<file path="config.mk">
export PLATFORM = sky130hd
export DESIGN_NAME = psafl_cell
export DESIGN_NICKNAME = d
export VERILOG_FILES = /design/src/hw/rtl/psafl_pkg.sv /design/src/hw/rtl/psafl_cell.sv
export SDC_FILE = /design/constraint.sdc
export NUM_CORES = 1
export LEC_CHECK = 0
export BUFFER_PORTS_ARGS = -buffer_cell sky130_fd_sc_hd__buf_2
export CAP_MARGIN = 20
export CORE_MARGIN = 8
export CORE_UTILIZATION = 50
export DETAILED_ROUTE_END_ITERATION = 8
export PLACE_DENSITY = 0.77
export SLEW_MARGIN = 20
export SYNTH_ARGS = -nofsm -noshare
export SYNTH_HDL_FRONTEND = slang
export SYNTH_SLANG_ARGS = --single-unit
export TNS_END_PERCENT = 50
</file>
<file path="constraint.sdc">
create_clock -name clk -period 7.8 [get_ports clk]
set_input_delay 0.39 -clock clk [delete_from_list [all_inputs] [get_ports clk]]
set_output_delay 0.39 -clock clk [all_outputs]
set_load 0.02 [all_outputs]
</file>
<file path="src/hw/rtl/psafl_pkg.sv">
// Shared types, codes and defaults for the per-source failure limiter
`timescale 1ns / 1ps
`default_nettype none

package psafl_pkg;

  // table size default
  localparam int DEFAULT_TABLE_ENTRIES = 32;

  // operation codes
  localparam logic [1:0] OP_RECORD  = 2'd0;
  localparam logic [1:0] OP_QUERY   = 2'd1;
  localparam logic [1:0] OP_CLEANUP = 2'd2;

  // configuration register indexes
  localparam logic [1:0] CFG_IDX_WINDOW    = 2'd0;
  localparam logic [1:0] CFG_IDX_THRESHOLD = 2'd1;
  localparam logic [1:0] CFG_IDX_COOLDOWN  = 2'd2;

  // configuration reset values
  localparam logic [15:0] WINDOW_RESET    = 16'd60;
  localparam logic [7:0]  THRESHOLD_RESET = 8'd5;
  localparam logic [15:0] COOLDOWN_RESET  = 16'd300;

  // freed counter saturation
  localparam logic [5:0] FREED_MAX = 6'd63;

  // configuration seen by every cell
  typedef struct packed {
    logic [15:0] win;
    logic [7:0]  thr;
    logic [15:0] cd;
  } psafl_cfg_t;

  // operation token handed from cell to cell
  typedef struct packed {
    logic        vld;
    logic [1:0]  op;
    logic        alloc;
    logic        fam;
    logic [63:0] kh;
    logic [63:0] kl;
    logic [31:0] now;
    logic        done;
    logic        blocked;
    logic        throttled;
    logic [5:0]  freed;
  } psafl_tok_t;

  // result fields of one item
  typedef struct packed {
    logic       blocked;
    logic       throttled;
    logic       full;
    logic [5:0] freed;
  } psafl_res_t;

endpackage

`default_nettype wire

</file>
<file path="src/hw/rtl/psafl_cell.sv">
// One table entry of the limiter: holds a source record and updates it as the token passes
`timescale 1ns / 1ps
`default_nettype none

module psafl_cell (
  input  wire                  clk,
  input  wire                  rst_n,
  input  psafl_pkg::psafl_cfg_t cfg_i,
  input  psafl_pkg::psafl_tok_t tok_i,
  output psafl_pkg::psafl_tok_t tok_o
);
  import psafl_pkg::*;

  // entry state
  logic        valid_r, valid_nxt;
  logic        fam_r, fam_nxt;
  logic [63:0] kh_r, kh_nxt;
  logic [63:0] kl_r, kl_nxt;
  logic [31:0] ws_r, ws_nxt;
  logic [7:0]  f_r, f_nxt;
  logic [31:0] bu_r, bu_nxt;
  psafl_tok_t  tok_r, tok_nxt;

  logic        hit, claim, upd, active_b, blk, thr_hit, freeable;
  logic [31:0] ws_b, elapsed;
  logic [7:0]  f_b;
  logic [8:0]  cnt;

  // match, window and block tests
  always_comb begin
    hit      = valid_r && (fam_r == tok_i.fam) && (kh_r == tok_i.kh) && (kl_r == tok_i.kl);
    claim    = (tok_i.op == OP_RECORD) && tok_i.alloc && !tok_i.done && !valid_r;
    upd      = (tok_i.op == OP_RECORD) && !tok_i.alloc && hit;
    ws_b     = claim ? 32'd0 : ws_r;
    f_b      = claim ? 8'd0 : f_r;
    elapsed  = tok_i.now - ws_b;
    active_b = (ws_b != 32'd0) && (elapsed <= {16'd0, cfg_i.win});
    cnt      = (active_b ? {1'b0, f_b} : 9'd0) + 9'd1;
    thr_hit  = cnt >= {1'b0, cfg_i.thr};
    blk      = bu_r > tok_i.now;
    freeable = (tok_i.op == OP_CLEANUP) && valid_r && !blk && !active_b;
  end

  // entry update and token pass-on
  always_comb begin
    valid_nxt = valid_r;
    fam_nxt   = fam_r;
    kh_nxt    = kh_r;
    kl_nxt    = kl_r;
    ws_nxt    = ws_r;
    f_nxt     = f_r;
    bu_nxt    = bu_r;
    tok_nxt   = tok_i;
    if (tok_i.vld) begin
      if (claim) begin
        valid_nxt = 1'b1;
        fam_nxt   = tok_i.fam;
        kh_nxt    = tok_i.kh;
        kl_nxt    = tok_i.kl;
        bu_nxt    = 32'd0;
      end
      if (claim || upd) begin
        tok_nxt.done = 1'b1;
        if (thr_hit) begin
          bu_nxt            = tok_i.now + {16'd0, cfg_i.cd};
          f_nxt             = 8'd0;
          ws_nxt            = 32'd0;
          tok_nxt.throttled = 1'b1;
        end else begin
          f_nxt  = cnt[7:0];
          ws_nxt = active_b ? ws_b : tok_i.now;
        end
      end
      if ((tok_i.op == OP_QUERY) && hit && blk) begin
        tok_nxt.blocked = 1'b1;
      end
      if (freeable) begin
        valid_nxt = 1'b0;
        if (tok_i.freed != FREED_MAX) begin
          tok_nxt.freed = tok_i.freed + 6'd1;
        end
      end
    end
  end

  // control registers
  always_ff @(posedge clk) begin
    if (!rst_n) begin
      valid_r <= 1'b0;
    end else begin
      valid_r <= valid_nxt;
    end
  end

  // payload registers
  always_ff @(posedge clk) begin
    fam_r <= fam_nxt;
    kh_r  <= kh_nxt;
    kl_r  <= kl_nxt;
    ws_r  <= ws_nxt;
    f_r   <= f_nxt;
    bu_r  <= bu_nxt;
    if (!rst_n) begin
      tok_r <= '0;
    end else begin
      tok_r <= tok_nxt;
    end
  end

  assign tok_o = tok_r;

endmodule

`default_nettype wire

</file>
# Yosys cells after proc, flatten, opt, wreduce, memory -nomap -nowiden
# Cells that the tools add are included.
# word_totals
inputBits	216
reg_bits	376
output_inout_bits	174
wordCells	73
# classes
order_cmp	3
muxes	16
eq_ne	6
reduce_logical	26
add_sub_neg	4
# op_table
operator	n
$mux 32	5
$eq 64x64->1	2
$add 32x16->32	1
$gt 32x32->1	1
$le 32x16->1	1
$reduce_bool 32->1	1
$sub 32x32->32	1
$mux 8	2
$logic_and 1x1->1	14
$mux 6	2
$add 8x1->9 const B	1
$ge 9x8->1	1
$mux 9	1
$add 6x1->6 const B	1
$mux 1	6
$ne 6x6->1 const B	1
$reduce_and 2->1	3
$logic_not 1->1	5
$eq 2x1->1 const B	1
$eq 2x2->1 const B	1
$logic_not 2->1	1
$reduce_bool 2->1	1
$eq 1x1->1	1
$logic_or 1x1->1	1

# Depth between registers and ports, before layout
# Gate-level depths: netlist of run 1.
# logic_depth
depth_word	14
depth_mapped	42
mapped_depth_nobuf	36

# Worst setup path before layout of run 1
# Ideal clock, no wire load.
# synth_path
path_type	input-to-reg
from	in tok_i[171] (netlist name)
to	reg bu_r[16], data pin
arrival_time_ps	7371
slack_ps	169
path_stages	39
cell_sequence	nor3_1 > nand3b_1 > clkbuf_1 > clkbuf_1 > nand2_1 > ha_1 > and2_1 > o2111a_1 > a31o_2 > o21a_1 > o21ai_1 > nor2b_1 > o21bai_1 > xnor2_1 > ha_1 > nand4_1 > or3_1 > o221ai_1 > [3 not listed] > nand4b_1 > clkbuf_1 > buf_1 > nor2_1 > ha_1 > or3_1 > nand2_1 > ha_1 > a21o_1 > a21o_1 > a21o_1 > a21oi_1 > nor2b_1 > o21ai_0 > nand2b_1 > o21ai_2 > buf_6 > mux2i_1
# synth_between
elab_chain_cells	13
elab_cells_between_ends	19
# synth_lines
item	line_no	source
start: declaration	psafl_cell.sv:9	input psafl_pkg::psafl_tok_t tok_i,
$logic_not 2->1 *	psafl_cell.sv:32	claim = (tok_i.op == OP_RECORD) && tok_i.alloc && !tok_i.done && !valid_r;
$logic_and 1x1->1 * (3 in a row)	psafl_cell.sv:32	
$mux 32	psafl_cell.sv:34	ws_b = claim ? 32'd0 : ws_r;
$sub 32x32->32	psafl_cell.sv:36	elapsed = tok_i.now - ws_b;
$le 32x16->1	psafl_cell.sv:37	active_b = (ws_b != 32'd0) && (elapsed <= {16'd0, cfg_i.win});
$logic_and 1x1->1	psafl_cell.sv:37	
$mux 8 *	psafl_cell.sv:38	cnt = (active_b ? {1'b0, f_b} : 9'd0) + 9'd1;
$add 8x1->9 *	psafl_cell.sv:38	
via cnt[2]	psafl_cell.sv:27	logic [8:0] cnt;
$ge 9x8->1 *	psafl_cell.sv:39	thr_hit = cnt >= {1'b0, cfg_i.thr};
$mux 32 *	psafl_cell.sv:64	if (thr_hit) begin
$mux 32 *	psafl_cell.sv:62	if (claim || upd) begin
end signal: assignment	psafl_cell.sv:102	bu_r <= bu_nxt;
end: declaration	psafl_cell.sv:21	logic [31:0] bu_r, bu_nxt;
# Mark *: on every way through the listed nets, which the timed path passes. The rest lies on a longest branch.
# A chain may end at the register's enable or synchronous reset.

# Final worst setup path of run 1
# layout_path
from	reg valid_r
to	reg bu_r[1], data pin
# layout_between
elab_chain_cells	11
elab_cells_between_ends	19
# layout_lines
item	line_no	source
start: declaration	psafl_cell.sv:15	logic valid_r, valid_nxt;
start signal: assignment	psafl_cell.sv:91	valid_r <= valid_nxt;
$logic_not 1->1 *	psafl_cell.sv:32	
$logic_and 1x1->1 *	psafl_cell.sv:32	
$mux 32	psafl_cell.sv:34	
$sub 32x32->32	psafl_cell.sv:36	
$le 32x16->1	psafl_cell.sv:37	
$logic_and 1x1->1	psafl_cell.sv:37	
$mux 8 *	psafl_cell.sv:38	
$add 8x1->9 *	psafl_cell.sv:38	
via cnt[1]	psafl_cell.sv:27	
$ge 9x8->1 *	psafl_cell.sv:39	
$mux 32 *	psafl_cell.sv:64	
$mux 32 *	psafl_cell.sv:62	
# Marked as above.

==> flow_summary.ini, run 1 <==
[status]
status = completed

[worst_setup_path]
rrSetupSlack_ps = 530
cp-end-kind = flop
cp_max_fo = 15
cp_slowest_cell = or3_1
crit_path_frequent_cell = a21o_1
cp-endpoint = bu_r[1]
rr_endpoint = bu_r[1]
startpoint = valid_r
r2r-start = valid_r
timing_worst_setup_path_type = reg -> reg
setup.worst_path.start_class = flop
critical_path_required_ps = 8200
cp_data_arrival_time_ps = 7670
max_stage_delay_ps = 330
reg2reg_depth = 37

[grt]
grt_pass1_wl_um = 83200
overflow = 0
antenna_found_initial = 11
grt_util_met3_pct = 6.80
grt_pass1_vias = 15174
met1_usage_pct = 29.8
grt_max_degree = 113
grt-busiest-layer = met2
track_usage_pct = 25.0
use_met2_pct = 43.3

[place]
postPlaceCellArea_mm2 = 0.0206
portBuffers = 389
gp_congestion = 0.929
post-dp-hpwl_um = 41700

[timing]
setup_viol = 0
tns_ps = 0
fin_crit_ps = 7270
maxSlewHeadroom_pct = 31.2
max_freq_mhz = 138
finalHoldViolations = 0
period_share_pct = 93.2
slew_violations = 0
fin_worst_skew_ps = 29.7
rsz0062_at_grt = false
worst_slew_pin_slew_ps = 1030

[clock_tree]
numCtsBuffers = 40
cts_tree = built
clk_path_buf_depth = 3
root_buffer = clkbuf_16
insertion_delay_ps = 580
ctsHtreeMaxLevel = 2
clk_pin_slew_ps = 60
clock_sinks = 376

[floorplanning]
fp.dieH_um = 207
rows = 69
die_w_um = 207
coreArea_mm2 = 0.0357
io-pin-count = 390
dieArea_mm2 = 0.0426
start_util_pct = 50.9

[detailed_routing]
via_count = 14688
wirelength_um = 55300
ant_nets = 0
avgRoutedWirePerCell_um = 20.8
drc = 0
detail_route.first_pass.iterations = 5
avgViaCountPerCell = 5.52
initialDrtViolationCount = 1197

[yosys]
synth_cell_types = 75
yosysWarnings = 0
netlist_area_mm2 = 0.0181
synthArstFlopShare_pct = 0
synth_ff_type = edfxtp_1
synth_edf_count = 201
syn_inst = 1725
synth_area_per_cell_um2 = 10.5
ys_seq_area_share_pct = 52.6
ys_seq_elements = 376
synth_nets = 2049

[worst_hold_path]
hp-class = in -> reg

[cells_and_area]
fin_area_mm2 = 0.0225
final-seq-area_mm2 = 0.00954
final_nets = 2483
layout_common_cells = buf_2, edfxtp_1, dfxtp_1
areaGrowthSynthToFinish_pct = 23.8
drive_above_1_share_pct = 23.4
final_common_cell = buf_2
multiInputGateArea_mm2 = 0.00795
nFillCells = 2770

[run]
cap_violations = 0

[power]
power_density_mw_per_mm2 = 215
p_leak_uw = 0.0103
ir_drop_v = 0.000217
[report_power, final]
group / switching (uW) / leakage (uW) / internal [uW]
clock network: 830 / 0.000673 / 1130
registers: 27.8 / 0.00331 / 2160
logic: 411 / 0.00633 / 269
total: 1270 / 0.0103 / 3560
[synthesized netlist by cell type (13+ instances only)]
library cell | n | area (um2)
clkbuf_1 | 40 | 150
and2_1 | 110 | 688
a21oi_1 | 97 | 485
inv_1 | 120 | 450
nand2_1 | 153 | 574
o21ai_0 | 32 | 160
nand4_1 | 31 | 194
nor2b_1 | 18 | 113
dfxtp_1 | 175 | 3500
nor3_1 | 28 | 140
edfxtp_1 | 201 | 6040
nor2_1 | 119 | 447
ha_1 | 106 | 1330
xor2_1 | 74 | 648
mux2i_1 | 39 | 390
o22ai_1 | 13 | 81.3
nor4_1 | 34 | 213
nand3_1 | 50 | 250
xnor2_1 | 60 | 526
nand2b_1 | 19 | 119
a21o_1 | 35 | 263
[registers in the layout, summed over array words and instances (netlist names)]
register  count
bu_r         32
valid_r       1
kl_r         64
tok_o       174
fam_r         1
f_r           8
kh_r         64
ws_r         32
[layout make-up]
cell class / instances / area share (%)
Multi-Input combinational cell: 1171 / 35.4
Tap cell: 461 / 2.57
Sequential cell: 376 / 42.4
Antenna cell: 9 / 0.100
Inverter: 120 / 2.00
Timing Repair Buffer: 450 / 11.5
Clock inverter: 25 / 1.28
Clock buffer: 49 / 4.78
[worst min-delay path by stage]
stage,end,cells past startpoint,startpoint,slack (ps)
5_1_grt,kh_r[1],1,tok_i[106],20
2_1_floorplan,fam_r,0,tok_i[169],490
3_3_place_gp,kh_r[7],1,tok_i[112],580
4_1_cts,kh_r[47],1,tok_i[152],1
6_report,kh_r[55],1,tok_i[160],30
3_5_place_dp,kh_r[57],1,tok_i[162],580
[cell families after synthesis]
logic type,after synthesis,share of synthesized area (%)
AO/OA/AOI/OAI,284,10.4
buffers and inverters,178,3.94
multiplexers,41,2.28
AND/OR/NAND/NOR,604,16.9
XOR/XNOR,134,6.47
flip-flops,376,52.6
adder cells (fa/ha/maj),108,7.53
[critical path: cells and delay by family (launching register included)]
family          cells  cell delay (ps)
compound gates     13             2120
xor+xnor            1              130
fa+ha+maj           4             1150
buf+inv             4              660
flops               1              310
mux                 1              200
simple gates       14             2490
[timing repair]
item / in CTS / in global routing
endpoints found under the hold margin: 31 / 0
endpoints found under the setup margin: 0 / 72
hold buffers: 31 / 0
resized for setup: 0 / 13
setup buffers: 0 / 5
[per-layer routing]
metal  part of all wire (%)  up-vias  wire length [um]
met1                     39     6981             21400
met4                    2.6       12              1460
met5                   0.14        -                75
met2                     50      607             27400
li1                       -     6981                 -
met3                    8.8      107              4880
[through the flow]
step                worst slack, ps  util, %  std cells  power, uW  hold slack [ps]
floorplan                       169        -       1725       2630              489
global route                   34.5     63.0       2654       5010             15.1
global placement                274     57.8       2539       2870              581
CTS                             225     62.5       2644       4850             1.09
detailed placement             87.7     57.8       2539       2890              583
finish                          530     63.0       2661       4830             31.2
No activity file was read; power rests on OpenSTA's default activity.
==> run 2: changes to the inputs <==
--- a/config.mk
+++ b/config.mk
@@ -5,12 +5,15 @@
 export SDC_FILE = /design/constraint.sdc
 export NUM_CORES = 1
 export LEC_CHECK = 0
+export ABC_AREA = 1
 export BUFFER_PORTS_ARGS = -buffer_cell sky130_fd_sc_hd__buf_2
 export CAP_MARGIN = 20
+export CELL_PAD_IN_SITES_DETAIL_PLACEMENT = 1
+export CELL_PAD_IN_SITES_GLOBAL_PLACEMENT = 1
 export CORE_MARGIN = 8
-export CORE_UTILIZATION = 50
+export CORE_UTILIZATION = 37
 export DETAILED_ROUTE_END_ITERATION = 8
-export PLACE_DENSITY = 0.77
+export PLACE_DENSITY_LB_ADDON = 0.1
 export SLEW_MARGIN = 20
 export SYNTH_ARGS = -nofsm -noshare
 export SYNTH_HDL_FRONTEND = slang
==> run 2 against run 1 <==
  * Setup slack better by 200 ps
  * Global-route usage is 3.7 points lower
  * Via count is 21% higher
  * Non-clock buffer count is 28 lower
  * Fmax is 2.9% higher
  * Power is 6.2% higher
  * Clock skew is 1.6 ps lower
  * Critical path depth is 8 higher
==> flow_summary.ini, run 2 <==
[status]
status = completed

[cells_and_area]
final_nets = 3255
largest_register_ffs = 174
areaGrowthSynthToFinish_pct = 22.4
final_common_cell = nand2_1
layout_common_cells = nand2_1, inv_1, buf_2
drive_above_1_share_pct = 17.6

[clock_tree]
ctsHtreeMaxLevel = 2
root_buffer = clkbuf_16
ctsHoldBuffers = 18
ctsResizeCount = 0
clock_sinks = 376
clk_pin_slew_ps = 60
clk_path_buf_depth = 3
cts_tree = built
postCtsSetupBuffers = 0
numCtsBuffers = 44
insertion_delay_ps = 580

[timing]
finalHoldViolations = 0
worst_slew_pin_slew_ps = 927
setup_viol = 0
tns_ps = 0
period_share_pct = 90.6
fin_crit_ps = 7070
maxSlewHeadroom_pct = 38.2
fin_worst_skew_ps = 28.1
rsz0062_at_grt = false
slew_violations = 0
max_freq_mhz = 142

[place]
portBuffers = 389
post-dp-hpwl_um = 52800
gp_congestion = 0.851

[yosys]
syn_inst = 2518
synth_ff_type = edfxtp_1
yosys.area.top_type = edfxtp_1
yosysWarnings = 0
synth.area.top_cells = edfxtp_1, dfxtp_1, nand2_1
synth_edf_count = 201
netlist_area_mm2 = 0.0200
ys_top_cells_by_count = nand2_1, inv_1, edfxtp_1, nor2_1, dfxtp_1
synthArstFlopShare_pct = 0
synth_area_per_cell_um2 = 7.93
synth_nets = 2842
synth_top_area_share_pct = 30.2
synth.most_common_cell = nand2_1
synth_cell_types = 55
ys_seq_area_share_pct = 47.7
ys_seq_elements = 376

[floorplanning]
fp.dieH_um = 248
coreArea_mm2 = 0.0536
rows = 85
dieArea_mm2 = 0.0617
die_w_um = 248
start_util_pct = 37.3
io-pin-count = 390

[power]
p_sw_uw = 1400
p_leak_uw = 0.0131
clockPowerShare_pct = 42.7
p_int_uw = 3730
combPwrFrac_pct = 14.6
ir_drop_v = 0.000142
p_total_uw = 5130
power_density_mw_per_mm2 = 210
pwr-share-seq_pct = 42.7
netSwitchingFraction_pct = 27.2

[worst_setup_path]
critical-path-top-delay-family = simple AND/OR/NAND/NOR gates
critPathBufInv = 8
cp_max_fo = 61
setup.worst_path.start_class = flop
timing_worst_setup_path_type = reg -> reg
max_stage_delay_ps = 420
critical_path_required_ps = 8120
cp_data_arrival_time_ps = 7390
cp_slowest_cell = dfxtp_1
crit_path_frequent_cell = nand2_1
cp-end-kind = flop

[detailed_routing]
ant_nets = 0
top_layer = met4
initialDrtViolationCount = 885
avgViaCountPerCell = 4.83
met3WireLength_um = 3520
avgRoutedWirePerCell_um = 18.4
drc = 0
drt-met1-wl_um = 29600
wirelength_um = 67500
wl_met2_um = 32700
detail_route.first_pass.iterations = 5
via_count = 17725

[grt]
grt_pass1_vias = 18709
overflow = 0
antenna_found_initial = 7
grt_pass1_wl_um = 103000
track_usage_pct = 21.3
grt_max_degree = 110

[worst_hold_path]
hp-class = in -> reg

[run]
cap_violations = 0
-- run 2: power groups by stage --
stage | Clock, uW | Sequential (uW) | Combinational (uW)
2_1_floorplan | 0 | 2290 | 380
3_3_place_gp | 0 | 2230 | 721
3_5_place_dp | 0 | 2240 | 745
4_1_cts | 2240 | 2190 | 758
5_1_grt | 2310 | 2200 | 840
6_report | 2190 | 2190 | 749
-- run 2: final timing paths --
| check | startpoint | to | slack (ps) | depth (start not counted) |
|---|---|---|---|---|
| setup / recovery | valid_r | bu_r[14] | 730 | 45 |
| hold / removal | tok_i[124] | kh_r[19] | 30 | 1 |
| setup reg to reg | valid_r | bu_r[14] | 730 | 45 |
| hold reg to reg | bu_r[0] | bu_r[0] | 590 | 2 |
-- run 2: through the flow --
| step | hold WS, ps | instance area [um2] | utilization [%] | setup slack (ps) | instances |
|---|---|---|---|---|---|
| final | 32.2 | 24500 | 45.6 | 734 | 3669 |
| after global routing | 13.7 | 24500 | 45.6 | 99.5 | 3666 |
| after CTS | 0.0109 | 24400 | 45.6 | 744 | 3663 |
| after detailed placement | 573 | 22700 | 42.4 | 603 | 3563 |
| after global placement | 568 | 22700 | 42.4 | 952 | 3563 |
| after floorplan | 483 | 20000 | - | 722 | 2518 |
-- run 2: worst reg2reg max path: cells and delay by family, from the launching register on --
family          cells  cell delay (ps)
xor+xnor            1              150
flops               1              420
buf+inv             8             1210
compound gates      8             1260
fa+ha+maj           4             1120
simple gates       24             2660
-- run 2: cells by family after synthesis --
family / count (synthesis) / share of synthesized area, %
xor gates and xnor gates: 97 / 4.25
AOI/OAI and AO/OA: 201 / 6.14
buffers and inverters: 575 / 11.0
and+or+nand+nor: 1161 / 24.0
adders and majority gates: 108 / 6.84
DFF: 376 / 47.7
-- run 2: final cells by class --
| type | count | area (um2) |
|---|---|---|
| clock buffers | 69 | 1390 |
| flip-flops and latches | 376 | 9540 |
| diodes | 6 | 15.0 |
| multi-input cells | 1567 | 8260 |
| inverters | 520 | 1950 |
| well taps | 696 | 871 |
| fillers | 6667 | 29100 |
| repair buffers | 422 | 2260 |
| clock inverters | 13 | 171 |
-- run 2: per-layer routing --
metal  GRT usage [%]  vias to the layer above
li1                -                     8729
met1            27.1                     8546
met2            36.5                      358
met3            4.21                       92
met4            6.15                        0
met5               0                        -
